### src/dds_fifo.sv
// -----------------------------------------------------------------------------
// dds_fifo
// Small flop-based first-in first-out queue of words.
// -----------------------------------------------------------------------------
`timescale 1ns / 1ps

module dds_fifo #(
    parameter int WIDTH = 8,
    parameter int DEPTH = 4
) (
    input  logic             clk,
    input  logic             rst_n,
    input  logic             push,
    input  logic [WIDTH-1:0] wdata,
    output logic             full,
    input  logic             pop,
    output logic [WIDTH-1:0] rdata,
    output logic             empty
);

    localparam int PTR_W = (DEPTH > 1) ? $clog2(DEPTH) : 1;
    localparam int CNT_W = $clog2(DEPTH + 1);

    logic [WIDTH-1:0] mem_reg [DEPTH];
    logic [PTR_W-1:0] wr_ptr_reg, wr_ptr_next;
    logic [PTR_W-1:0] rd_ptr_reg, rd_ptr_next;
    logic [CNT_W-1:0] count_reg, count_next;
    logic             do_push, do_pop;

    assign full    = (count_reg == CNT_W'(DEPTH));
    assign empty   = (count_reg == '0);
    assign do_push = push && !full;
    assign do_pop  = pop && !empty;
    assign rdata   = mem_reg[rd_ptr_reg];

    always_comb
    begin
        wr_ptr_next = wr_ptr_reg;
        rd_ptr_next = rd_ptr_reg;
        count_next  = count_reg;
        if (do_push)
        begin
            wr_ptr_next = (wr_ptr_reg == PTR_W'(DEPTH - 1)) ? '0 : wr_ptr_reg + 1'b1;
        end
        if (do_pop)
        begin
            rd_ptr_next = (rd_ptr_reg == PTR_W'(DEPTH - 1)) ? '0 : rd_ptr_reg + 1'b1;
        end
        if (do_push && !do_pop)
        begin
            count_next = count_reg + 1'b1;
        end
        else if (do_pop && !do_push)
        begin
            count_next = count_reg - 1'b1;
        end
    end

    always_ff @(posedge clk or negedge rst_n)
    begin
        if (!rst_n)
        begin
            wr_ptr_reg <= '0;
            rd_ptr_reg <= '0;
            count_reg  <= '0;
        end
        else
        begin
            wr_ptr_reg <= wr_ptr_next;
            rd_ptr_reg <= rd_ptr_next;
            count_reg  <= count_next;
        end
    end

    always_ff @(posedge clk)
    begin
        if (do_push)
        begin
            mem_reg[wr_ptr_reg] <= wdata;
        end
    end

endmodule

### config.mk
export PLATFORM = sky130hd
export DESIGN_NAME = dds_fifo
export DESIGN_NICKNAME = d
export VERILOG_FILES = /design/src/dds_fifo.sv
export SDC_FILE = /design/constraint.sdc
export NUM_CORES = 1
export LEC_CHECK = 0
export ABC_CLOCK_PERIOD_IN_PS = 1700
export BUFFER_PORTS_ARGS = -buffer_cell sky130_fd_sc_hd__buf_2
export CORE_MARGIN = 2
export CORE_UTILIZATION = 50
export DETAILED_ROUTE_END_ITERATION = 12
export GPL_ROUTABILITY_DRIVEN = 0
export HOLD_SLACK_MARGIN = 0.1
export PLACE_DENSITY = 0.74
export SYNTH_ARGS = -nofsm -noshare
export SYNTH_HDL_FRONTEND = slang
export SYNTH_SLANG_ARGS = --single-unit
### constraint.sdc
create_clock -name clk -period 1.7 [get_ports clk]
set_input_delay 0.17 -clock clk [delete_from_list [all_inputs] [get_ports clk]]
set_output_delay 0.17 -clock clk [all_outputs]
set_load 0.03 [all_outputs]
==> results <==
- The area growth from synthesis to layout is 30.9%.
- The final layout contains 146 nets.
- The clock buffer count from CTS is 5.
- The worst setup path is launched from a flop.
- The starting density of the core is 52.6%.
- The number of antenna-violating nets in the routed design is 0.
- The total nets after synthesis is 98.
- Based on the critical path, the design can be clocked at up to 544 MHz.
- The number of cells on the worst reg-to-reg path is 7.
- The top cell type by total area after synthesis is sky130_fd_sc_hd__edfxtp_1.
- Entering global routing, the biggest net connects 12 pins.
- The worst-case IR drop observed on VDD is 787 uV.
- The total leakage power is 0.000821 uW.
- The sequential-to-total area share from yosys stat is 70.1%.
- The number of buffer cells added on primary ports is 21.
- On the final layout, the worst hold slack is 0.189 ns.
- The final antenna diode count is 0.
- The register with the most flip-flops in the layout has 32 of them.
- The tree built by TritonCTS fans out to 39 sinks.
- The detailed router finished its first iteration with 29 violations.
- The TritonCTS clock tree is built.
- The max-slew violation total from the final report is 0.
- Once placement finished, the instance area stood at 1850 sq um.
- Cells with a size suffix above 1 make up 53.5% of the layout.
- Setup repair after global routing could not meet its margin everywhere.
- The final count of hold timing violations is 0.
- The clock reaches the later pin of the worst-skew pair after 0.34 ns.
- STA classifies the critical path endpoint as a flop.
- For the pin with the worst max-slew slack, the measured transition is 0.420 ns.
- Along the worst path, the maximum fanout reaches 3.
- The worst pin sits at a relative slew slack of 72.0%.
- The first-pass GRT wire length is 4370 microns.
- The sum of negative setup slack is -0.561 ns.
- The number of buffers on the longest clock path is 2.
- Max-cap violations in this run came to 0.
- Averaged over all synthesized cells, the footprint is 20.5 sq um.
- For this run, design rule violations remaining after detail routing come to 0.
- Counting flops and latches in the post-synthesis netlist gives 39.
- The top cell types in the final layout, fill and taps aside, are sky130_fd_sc_hd__edfxtp_1 (32), sky130_fd_sc_hd__buf_2 (13), sky130_fd_sc_hd__buf_4 (11).
- The half-perimeter wire length after detailed placement is 1820 microns.
- The final critical-path required period is 1.84 ns.
- After detailed routing, the average wire length per cell comes to 16.0 microns.
- The required time of the critical path is 1.93 ns.
- CTS placed an instance of sky130_fd_sc_hd__clkbuf_4 at the clock tree root.
- The vertical die dimension is 60.9 microns.
- The number of top-level design ports is 22.
- The fraction of post-synthesis cell area in the top cell type by area is 59.3%.
- The synthesis warning total is 0.
- The vias after detailed routing is 837.
- In this run the number of H-tree levels came out at 2.
- The final reports fail on negative setup slack.
- The via density per instance is 4.89.
- The power density normalized to cell area is 1750 nW/um^2.
- In the post-synthesis netlist, the biggest area contributors are sky130_fd_sc_hd__edfxtp_1 (59%), sky130_fd_sc_hd__mux4_2 (11%), sky130_fd_sc_hd__dfrtp_1 (11%).
- The routed design has 2740 microns of wire.
- The classification of the worst-slack hold path is input pin to async pin.
- The setup slack after layout is -0.138 ns.
- The clock edge transition at the registers on the reported setup and hold paths is 0.10 ns.
- The flow ran to the end, but the final reports show violations.
- After routing the design area is 2120 sq um.
- The number of global-route vias before repair came to 906.
- The final critical-path share of the clock period is 108%.
- The worst endpoint data arrival time is 2.07 ns.
- The final standard cell count with taps included and fillers excluded is 171.
- The number of iterations in the first detailed-routing pass is 4.
- The initial antenna violation count is 0.
- After global routing the overflow that remains totals 0.
- The horizontal die dimension is 60.9 microns.
- The floorplan step defined a die boundary enclosing 3710 sq um.
- The final count of negative-setup-slack endpoints is 10.
- Leaving out fill and tap cells, the most frequent cell in the layout is sky130_fd_sc_hd__edfxtp_1.
- The number of standard-cell rows in the floorplan is 20.
- After synthesis, the netlist uses 19 different library cells.
- Across every metal layer, demand over resource in global routing totals 18.0%.
- For the final database, setup skew stands at 0.00660 ns.
- The number of instances in the synthesized netlist is 79.
- By startpoint and endpoint, the worst setup path is classified as flop to flop.
- The total instance count after detailed placement is 148.
- After synthesis the cells add up to 1620 sq um.
- Cells fill 68.9% of the core in the end.
- The area of the core is 3080 sq um.
-- routing by layer --
layer | vias to the layer above | track usage, % | routed length (microns)
met2 | 22 | 30.7 | 1530
li1 | 398 | - | -
met4 | 0 | 11.2 | 85
met1 | 409 | 20.0 | 1060
met5 | - | 0 | 0
met3 | 8 | 4.69 | 74
-- where the power goes --
| part | switching, uW | total, uW | leakage, uW | internal, uW |
|---|---|---|---|---|
| clock network | 280 | 427 | 0.0000285 | 147 |
| logic | 809 | 1800 | 0.000420 | 992 |
| registers | 190 | 1490 | 0.000372 | 1300 |
-- stage by stage --
stage	worst slack [ns]	power, uW
5_1_grt	-0.208	3930
6_report	-0.138	3720
3_3_place_gp	-0.0557	2910
3_5_place_dp	-0.154	2970
2_1_floorplan	-0.337	2520
4_1_cts	-0.146	3740
-- cell families (layout without fill, tap and decap cells) --
group	Yosys count	count (layout)	synth area share [%]
fa+ha+maj	7	7	5.87
flops	39	39	70.1
simple gates	11	11	5.41
buf+inv	6	54	1.93
mux	13	13	15.1
xor+xnor	3	3	1.62
-- worst paths after layout --
path                          startpoint       endpoint  slack, ns
max in group asynchronous          rst_n  rd_ptr_reg[0]       1.34
min                                rst_n   count_reg[2]       0.19
max                         count_reg[1]   count_reg[1]      -0.14
min reg2reg                wr_ptr_reg[1]  wr_ptr_reg[1]       0.61
max reg2reg                 count_reg[1]   count_reg[1]      -0.14
min in group clk                     pop   count_reg[0]       0.25
-- cell usage after synthesis --
cell and count:
sky130_fd_sc_hd__fa_1 1, sky130_fd_sc_hd__xor2_1 2, sky130_fd_sc_hd__dfrtp_1 7, sky130_fd_sc_hd__mux2_4 2, sky130_fd_sc_hd__nor3_1 1, sky130_fd_sc_hd__edfxtp_1 32
sky130_fd_sc_hd__xnor2_1 1, sky130_fd_sc_hd__mux2_2 3, sky130_fd_sc_hd__inv_1 3, sky130_fd_sc_hd__nor3b_4 1, sky130_fd_sc_hd__nor2_1 3, sky130_fd_sc_hd__nor2b_2 1
sky130_fd_sc_hd__ha_1 6, sky130_fd_sc_hd__nand2b_4 1, sky130_fd_sc_hd__mux4_2 8, sky130_fd_sc_hd__buf_6 1, sky130_fd_sc_hd__buf_1 1, sky130_fd_sc_hd__and2_2 4
sky130_fd_sc_hd__buf_2 1
-- worst max-delay path, stage by stage, from the launching register on --
cell and delay [ns]:
sky130_fd_sc_hd__dfrtp_2 0.45, sky130_fd_sc_hd__buf_6 0.13, sky130_fd_sc_hd__nor3b_4 0.18, sky130_fd_sc_hd__nor2b_2 0.09, sky130_fd_sc_hd__ha_4 0.16, sky130_fd_sc_hd__inv_2 0.05
sky130_fd_sc_hd__fa_2 0.41, sky130_fd_sc_hd__mux2_2 0.26
-- area by class of cell --
cell class / instances / area (sq um)
clock buffers: 5 / 37.5
inverters: 3 / 11.3
clock inverters: 2 / 8.76
repair buffers: 44 / 384
multi-input cells: 34 / 484
fillers: 207 / 957
flip-flops and latches: 39 / 1140
well taps: 44 / 55.1
-- timing repair --
item                                    CTS  global route
hold buffers                              9             0
endpoints found under the hold margin    39             0
buffers inserted                          4             3
gates cloned                              1             0
endpoints found under the setup margin   10            42
gates resized for setup                  21             5
pin swaps                                 5             2
(Power assumes the default switching activity.)
