===== config.mk =====
export PLATFORM = sky130hd
export DESIGN_NAME = dds_parser
export DESIGN_NICKNAME = d
export VERILOG_FILES = /design/src/dds_pkg.sv /design/src/dds_parser.sv
export SDC_FILE = /design/constraint.sdc
export NUM_CORES = 1
export LEC_CHECK = 0
export BUFFER_PORTS_ARGS = -buffer_cell sky130_fd_sc_hd__buf_2
export CAP_MARGIN = 10
export CORE_MARGIN = 2
export CORE_UTILIZATION = 60
export CTS_CLUSTER_DIAMETER = 60
export DETAILED_ROUTE_END_ITERATION = 7
export PLACE_DENSITY = 0.79
export REMOVE_ABC_BUFFERS = 1
export SYNTH_ARGS = -nofsm -noshare
export SYNTH_HDL_FRONTEND = slang
export SYNTH_SLANG_ARGS = --single-unit
export TNS_END_PERCENT = 50

===== constraint.sdc =====
create_clock -name clk -period 32.7 [get_ports clk]
set_clock_uncertainty 0.15 [all_clocks]
set_input_delay 8.175 -clock clk [delete_from_list [all_inputs] [get_ports clk]]
set_output_delay 8.175 -clock clk [all_outputs]
set_load 0.01 [all_outputs]

===== src/dds_pkg.sv =====
// -----------------------------------------------------------------------------
// dds_pkg
// Types, codes and constants of the decimal delta stream decoder.
// -----------------------------------------------------------------------------
`timescale 1ns / 1ps

package dds_pkg;

    localparam int STATS_HEADER_BYTES_DEF = 48;
    localparam int ADDR_W                 = 4;
    localparam int JOB_QUEUE_DEPTH        = 4;
    localparam int RES_QUEUE_DEPTH        = 2;

    localparam logic REG_VALUE_COUNT   = 1'b0;
    localparam logic REG_SOURCE_LENGTH = 1'b1;

    typedef enum logic [1:0] {
        ST_VALUE = 2'd0,
        ST_EMPTY = 2'd1,
        ST_ERROR = 2'd2
    } status_t;

    typedef enum logic [2:0] {
        PH_SKIP,
        PH_EXP,
        PH_WIDTH,
        PH_BASE,
        PH_DELTA,
        PH_DRAIN
    } phase_t;

    typedef struct packed {
        logic [7:0] data_byte;
        logic       frame_end;
    } item_t;

    typedef struct packed {
        logic [63:0] value_bits;
        status_t     status;
        logic        last_result;
    } result_t;

    typedef struct packed {
        logic        is_value;
        status_t     status;
        logic        last;
        logic [2:0]  ex;
        logic [63:0] sum;
    } job_t;

    typedef struct packed {
        logic       is_value;
        status_t    status;
        logic       last;
        logic       sign;
        logic [2:0] ex;
    } meta_t;

    // Double bit patterns of 1 / 10^e.
    function automatic logic [63:0] recip_bits(input logic [2:0] e);
        logic [63:0] r;
        case (e)
            3'd0:    r = 64'h3FF0000000000000;
            3'd1:    r = 64'h3FB999999999999A;
            3'd2:    r = 64'h3F847AE147AE147B;
            3'd3:    r = 64'h3F50624DD2F1A9FC;
            3'd4:    r = 64'h3F1A36E2EB1C432D;
            3'd5:    r = 64'h3EE4F8B588E368F1;
            3'd6:    r = 64'h3EB0C6F7A0B5ED8D;
            3'd7:    r = 64'h3E7AD7F29ABCAF48;
            default: r = 64'h3FF0000000000000;
        endcase
        return r;
    endfunction

    function automatic logic [3:0] lzc8(input logic [7:0] v);
        logic [3:0] n;
        logic       hit;
        n   = 4'd0;
        hit = 1'b0;
        for (int i = 7; i >= 0; i--) begin
            if (!hit && !v[i]) begin
                n = n + 4'd1;
            end else begin
                hit = 1'b1;
            end
        end
        return n;
    endfunction

endpackage


===== src/dds_parser.sv =====
// -----------------------------------------------------------------------------
// dds_parser
// Front end: walks the frame byte by byte, checks the header, assembles the
// base and zigzag deltas, and issues one job per result.
// -----------------------------------------------------------------------------
`timescale 1ns / 1ps

module dds_parser import dds_pkg::*; #(
    parameter int STATS_HEADER_BYTES = STATS_HEADER_BYTES_DEF
) (
    input  logic        clk,
    input  logic        rst_n,
    input  item_t       item,
    input  logic        accept,
    input  logic [31:0] value_count,
    input  logic [33:0] source_length,
    output job_t        job,
    output logic        job_push
);

    localparam int POS_W = $clog2(STATS_HEADER_BYTES + 9);
    localparam logic [40:0] HDR_MIN = 41'(STATS_HEADER_BYTES + 10);

    phase_t      phase_reg, phase_next;
    logic [POS_W-1:0] pos_reg, pos_next;
    logic [2:0]  exp_reg, exp_next;
    logic [2:0]  dw_reg, dw_next;
    logic [63:0] asm_reg, asm_next;
    logic [63:0] sum_reg, sum_next;
    logic [31:0] ve_reg, ve_next;

    logic [7:0]  b;
    logic        fend;
    phase_t      eff;
    logic        skip_done, vc_zero, exp_bad, width_bad;
    logic [31:0] vc_m1;
    logic [40:0] need, sl_ext;
    logic [POS_W-1:0] pos_inc;
    logic [63:0] asm_base, asm_delta, delta_val, sum_new;
    logic        base_done, delta_done, emit, emit_last;
    logic [31:0] ve_inc;
    logic        exp_out, width_out, ends_drained;

    assign b         = item.data_byte;
    assign fend      = item.frame_end;
    assign skip_done = (pos_reg >= POS_W'(STATS_HEADER_BYTES));
    assign eff       = (phase_reg == PH_SKIP && skip_done) ? PH_EXP : phase_reg;
    assign vc_zero   = (value_count == 32'd0);
    assign sl_ext    = {7'd0, source_length};
    assign exp_bad   = (sl_ext < HDR_MIN) || (b[7:3] != 5'd0);
    assign vc_m1     = value_count - 32'd1;
    assign need      = HDR_MIN + ((value_count > 32'd1) ?
                       ({9'd0, vc_m1} * {33'd0, b}) : 41'd0);
    assign width_bad = !(b inside {8'd1, 8'd2, 8'd4}) || (sl_ext < need);

    assign pos_inc    = pos_reg + 1'b1;
    assign asm_base   = asm_reg | ({56'd0, b} << {pos_reg[2:0], 3'b000});
    assign asm_delta  = asm_reg | ({56'd0, b} << {pos_reg[1:0], 3'b000});
    assign base_done  = (pos_inc >= POS_W'(8));
    assign delta_done = (pos_inc >= POS_W'(dw_reg));
    assign delta_val  = (asm_delta >> 1) ^ {64{asm_delta[0]}};
    assign sum_new    = (eff == PH_BASE) ? asm_base : sum_reg + delta_val;
    assign emit       = (eff == PH_BASE && base_done) || (eff == PH_DELTA && delta_done);
    assign ve_inc     = ve_reg + 32'd1;
    assign emit_last  = (ve_inc >= value_count);

    assign exp_out      = (eff == PH_EXP) && (vc_zero || exp_bad);
    assign width_out    = (eff == PH_WIDTH) && width_bad;
    assign ends_drained = exp_out || width_out || (emit && emit_last) || (eff == PH_DRAIN);

    // next state
    always_comb
    begin
        phase_next = phase_reg;
        pos_next   = pos_reg;
        exp_next   = exp_reg;
        dw_next    = dw_reg;
        asm_next   = asm_reg;
        sum_next   = sum_reg;
        ve_next    = ve_reg;
        if (accept)
        begin
            case (eff)
                PH_SKIP:
                begin
                    pos_next = pos_inc;
                end
                PH_EXP:
                begin
                    if (exp_out)
                    begin
                        phase_next = PH_DRAIN;
                    end
                    else
                    begin
                        exp_next   = b[2:0];
                        phase_next = PH_WIDTH;
                    end
                end
                PH_WIDTH:
                begin
                    if (width_bad)
                    begin
                        phase_next = PH_DRAIN;
                    end
                    else
                    begin
                        dw_next    = b[2:0];
                        phase_next = PH_BASE;
                        pos_next   = '0;
                        asm_next   = '0;
                    end
                end
                PH_BASE, PH_DELTA:
                begin
                    asm_next = (eff == PH_BASE) ? asm_base : asm_delta;
                    pos_next = pos_inc;
                    if (emit)
                    begin
                        sum_next = sum_new;
                        ve_next  = ve_inc;
                        if (emit_last)
                        begin
                            phase_next = PH_DRAIN;
                        end
                        else
                        begin
                            phase_next = PH_DELTA;
                            pos_next   = '0;
                            asm_next   = '0;
                        end
                    end
                end
                default:
                begin
                end
            endcase
            if (fend)
            begin
                phase_next = PH_SKIP;
                pos_next   = '0;
                exp_next   = '0;
                dw_next    = '0;
                asm_next   = '0;
                sum_next   = '0;
                ve_next    = '0;
            end
        end
    end

    // outputs
    always_comb
    begin
        job.is_value = 1'b0;
        job.status   = ST_ERROR;
        job.last     = 1'b1;
        job.ex       = exp_reg;
        job.sum      = '0;
        job_push     = 1'b0;
        if (exp_out)
        begin
            job.status = vc_zero ? ST_EMPTY : ST_ERROR;
            job_push   = 1'b1;
        end
        else if (width_out)
        begin
            job_push = 1'b1;
        end
        else if (emit)
        begin
            job.is_value = 1'b1;
            job.status   = ST_VALUE;
            job.last     = emit_last;
            job.sum      = sum_new;
            job_push     = 1'b1;
        end
        if (fend && !ends_drained)
        begin
            job.is_value = 1'b0;
            job.status   = vc_zero ? ST_EMPTY : ST_ERROR;
            job.last     = 1'b1;
            job.sum      = '0;
            job_push     = 1'b1;
        end
        job_push = job_push && accept;
    end

    always_ff @(posedge clk or negedge rst_n)
    begin
        if (!rst_n)
        begin
            phase_reg <= PH_SKIP;
            pos_reg   <= '0;
            exp_reg   <= '0;
            dw_reg    <= '0;
            asm_reg   <= '0;
            sum_reg   <= '0;
            ve_reg    <= '0;
        end
        else
        begin
            phase_reg <= phase_next;
            pos_reg   <= pos_next;
            exp_reg   <= exp_next;
            dw_reg    <= dw_next;
            asm_reg   <= asm_next;
            sum_reg   <= sum_next;
            ve_reg    <= ve_next;
        end
    end

endmodule


==> summary.md <==
| Metric | Value |
|---|---|
| Result of the run | `completed` |
| Worst hold path type | `flop to flop` |
| Synth warn | `0` |
| Horizontal die dimension | `208 µm` |
| Per-cell via count in the routed design | `6.36` |
| Number of gates resized after CTS | `0` |
| Setup Buffers After CTS | `0` |
| Maximum clock frequency | `36.2 MHz` |
| Power density cells | `112 nW/µm²` |
| Worst Setup Start Kind | `input pin` |
| Leading cell types by total area after synthesis | `sky130_fd_sc_hd__dfrtp_1, sky130_fd_sc_hd__fa_1, sky130_fd_sc_hd__ha_1` |
| Global Route Usage Sum | `34.7%` |
| Worst R2R Start | `pos_reg[0]$_DFFE_PN0P_` |
| Placed standard-cell area | `26000 µm²` |
| Placed wire-length estimate after detailed placement | `54800 µm` |
| Leading register cell type out of synthesis | `sky130_fd_sc_hd__dfrtp_1` |
| Share of power burned in combinational logic | `83.1%` |
| Y dimension of the die | `208 µm` |
| Floorplan row count | `74` |
| Maximum fanout along the worst path | `9` |
| RSZ-0062 raised after global routing | `false` |
| Launch point of the worst hold path | `exp_reg[1]$_DFFE_PN0P_` |
| Number of nets still failing antenna checks after routing | `0` |
| First-pass detailed-route iteration total | `6` |
| End point of the most critical hold path | `exp_reg[1]$_DFFE_PN0P_` |
| Area leader, netlist | `sky130_fd_sc_hd__dfrtp_1` |
| Proportion of netlist area held by the largest area contributor | `17.5%` |
| Die Area | `43400 µm²` |
| Routability congestion estimate from global placement | `0.964` |
| Worst slack after detailed placement | `5300 ps` |
| Final number of setup-violating endpoints | `0` |
| Number of max-cap violations | `0` |
| Overall power after layout | `2.97 mW` |
| # clock sinks | `175` |
| Reg-to-reg slack, setup | `25560 ps` |
| Sw frac | `56.0%` |
| Net switching power | `1.67 mW` |
| Count of cell instances traversed by the critical path | `40` |
| Relative slew margins | `25.0%` |
| Final WS setup | `5070 ps` |
| Max-slew violation total from the final report | `0` |
| Vias in the first global route | `23300` |
| Maximum ir drop on the vdd rail | `66.6 µV` |
| Sequential element share of the synthesized area | `17.5%` |
| Final core area utilization | `64.8%` |
| Number of storage elements in the synthesis netlist | `175` |
| Depth of the most critical reg-to-reg path | `20` |
| Synthesized area per cell | `7.84 µm²` |
| Async set or reset register ratio after synthesis | `100%` |
| Leakage power | `12.6 nW` |
| NumNets Final | `3677` |
| Crit Path Category | `input pin to output port` |
| CORE AREA | `41000 µm²` |
| Worst setup EP type | `output port` |
| Clock slew seen by the registers of the worst setup and hold paths | `70 ps` |
| Pin count of the biggest net entering global routing | `93` |
| Family of cells with the greatest summed delay on the critical path | `simple AND/OR/NAND/NOR gates` |
| Post-route clock period utilization | `84.5%` |
| Final-layout setup total negative slack | `0 ps` |
| Slew at the pin closest to its max-slew limit | `1120 ps` |
| IO Count | `150` |
| Count of cell types in the netlist | `82` |
| Hold_buf cts | `0` |
| Crit path DAT | `19310 ps` |
| Worst Path Buf+Inv | `4` |
| Hold Violations, Final | `0` |
| Shortest period the worst path allows | `27630 ps` |
| Clock power frac | `6.7%` |
| Initial Util | `61.0%` |
| Residual DRC | `0` |
| Share of total power in sequential cells | `10.2%` |
| Total clock buffers created by CTS | `17` |
| Maximum single-stage delay on the critical path | `670 ps` |
| Filler cell count | `3554` |
| Insertion delay of the later-clocked pin in the worst-skew pair | `470 ps` |
| DR vias | `24000` |
| Non-Filler Instances | `3768` |
| Avg WL per Cell | `20.0 µm` |
| # placed instances | `3733` |
| Slowest CP cell | `sky130_fd_sc_hd__xnor2_1` |
| Fin area | `26600 µm²` |
| Critical Path RT | `24370 ps` |
| Count of buffers from port buffering | `149` |
| First-pass GRT wire length | `122000 µm` |
| Leftover overflow at the end of global routing | `0` |
| Area overhead of the layout relative to synthesis | `6.25%` |
| Share of layout cells above drive strength 1 | `7.70%` |
| Cell internal power dissipation | `1.31 mW` |
| Number of H-tree branching levels | `4` |
| Crit path launch | `value_count[6]` |
| Detailed Route Iter0 Violations | `2384` |
| CTS Root Cell | `sky130_fd_sc_hd__clkbuf_16` |
| Post-synth EDFFs | `0` |
| Cell occurring most often along the worst timing path | `sky130_fd_sc_hd__fa_1` |
| Drt total wl | `75400 µm` |
| Maximum clock path buffer count | `2` |
| CTS tree | `yes` |
| Mapped cell area | `25000 µm²` |
| End of the worst register-to-register path | `sum_reg[60]$_DFFE_PN0P_` |
| Hold slack final | `333 ps` |
| Gate Count Post-Synth | `3193` |
| Number of cells traversed by the worst hold path | `2` |
| Number of antenna violations at the first check in global routing | `1` |
layer usage:
metal	global-route usage, %	part of all wire, %	vias up
li1	-	-	11000
met1	48.8	43	11700
met2	53.3	44	1135
met3	7.06	9.8	151
met4	12.1	2.9	0
met5	0	0	-
Yosys cell counts (all sizes together), types with 26 or more instances:
cell and number:
nand2b 78, o21a 43, inv 266, ha 198, fa 181, nor2 338
nor4 26, o31ai 34, clkbuf 139, nor3 55, o21ai 171, a21oi 232
nand2 298, a31oi 58, xnor2 142, nand4 51, nand3 65, a211oi 27
nor2b 121, xor2 86, dfrtp 175, a21o 72, and3 27, buf 29
and2 47
worst max path at each step:
| stage | slack [ps] | endpoint |
|---|---|---|
| after detailed placement | 5300 | job[69] |
| after global routing | 4480 | job[69] |
| after floorplan | 7310 | job[69] |
| final | 5070 | job[69] |
| after CTS | 5270 | job[69] |
| after global placement | 5580 | job[69] |
worst min-delay path: stages (launching register included):
cell	delay [ps]
sky130_fd_sc_hd__dfrtp_1	350
sky130_fd_sc_hd__nand2_1	50
sky130_fd_sc_hd__o31ai_1	50
logic make-up (layout without fill, tap and decap cells):
| kind of cell | after synthesis | count (layout) | share of synthesized area, % |
|---|---|---|---|
| DFF | 175 | 175 | 17.5 |
| and+or+nand+nor | 1187 | 1187 | 23.3 |
| buffers and inverters | 436 | 476 | 6.70 |
| AOI/OAI and AO/OA | 782 | 782 | 19.9 |
| other | 0 | 3 | 0 |
| adders and majority gates | 379 | 379 | 24.4 |
| xor gates and xnor gates | 228 | 228 | 7.98 |
| muxes | 6 | 6 | 0.255 |
layout by cell type, fill, tap and decap left out, types with 11 or more instances in the layout:
cell type,Yosys,layout
sky130_fd_sc_hd__nand2b_1,77,77
sky130_fd_sc_hd__nor2_1,338,336
sky130_fd_sc_hd__o31ai_1,34,34
sky130_fd_sc_hd__buf_2,11,148
sky130_fd_sc_hd__nand2_1,298,297
sky130_fd_sc_hd__a22o_1,21,21
sky130_fd_sc_hd__o211ai_1,12,12
sky130_fd_sc_hd__xor2_1,86,86
sky130_fd_sc_hd__o21a_1,43,43
sky130_fd_sc_hd__clkbuf_16,0,17
sky130_fd_sc_hd__a211oi_1,25,25
sky130_fd_sc_hd__or4_1,11,11
sky130_fd_sc_hd__buf_4,7,27
sky130_fd_sc_hd__and2_1,47,47
sky130_fd_sc_hd__nand4_1,51,51
sky130_fd_sc_hd__o21ai_0,155,155
sky130_fd_sc_hd__nand3_1,65,65
sky130_fd_sc_hd__nor4_1,23,23
sky130_fd_sc_hd__a311oi_1,15,15
sky130_fd_sc_hd__inv_1,266,266
sky130_fd_sc_hd__and3_1,27,27
sky130_fd_sc_hd__or3_1,19,19
sky130_fd_sc_hd__o21ai_1,16,14
sky130_fd_sc_hd__xnor2_1,142,142
sky130_fd_sc_hd__ha_1,198,198
sky130_fd_sc_hd__a21oi_1,231,230
sky130_fd_sc_hd__or2_2,14,14
sky130_fd_sc_hd__o21bai_1,16,16
sky130_fd_sc_hd__nor3_1,55,55
sky130_fd_sc_hd__a31oi_1,57,57
sky130_fd_sc_hd__and4_1,12,12
sky130_fd_sc_hd__nor2b_1,121,119
sky130_fd_sc_hd__a21o_1,72,72
sky130_fd_sc_hd__fa_1,181,181
sky130_fd_sc_hd__dfrtp_1,175,174
cell type report:
type | instances | area (µm²) | area share (%)
antenna | 3 | 7.51 | 0.0282
tap | 532 | 666 | 2.50
clock inverter | 9 | 56.3 | 0.212
multi-input combinational | 2582 | 19000 | 71.5
timing repair buffer | 176 | 955 | 3.59
inverter | 268 | 1010 | 3.78
clock buffer | 23 | 498 | 1.87
sequential | 175 | 4380 | 16.5
power by group through the flow:
stage	combinational (mW)	sequential (mW)	clock, mW
global route	2.74	0.310	0.207
detailed placement	2.40	0.306	0
CTS	2.42	0.303	0.199
finish	2.47	0.304	0.199
global placement	2.35	0.304	0
floorplan	1.84	0.295	0
Note: power is estimated with default switching activity, not from simulation.
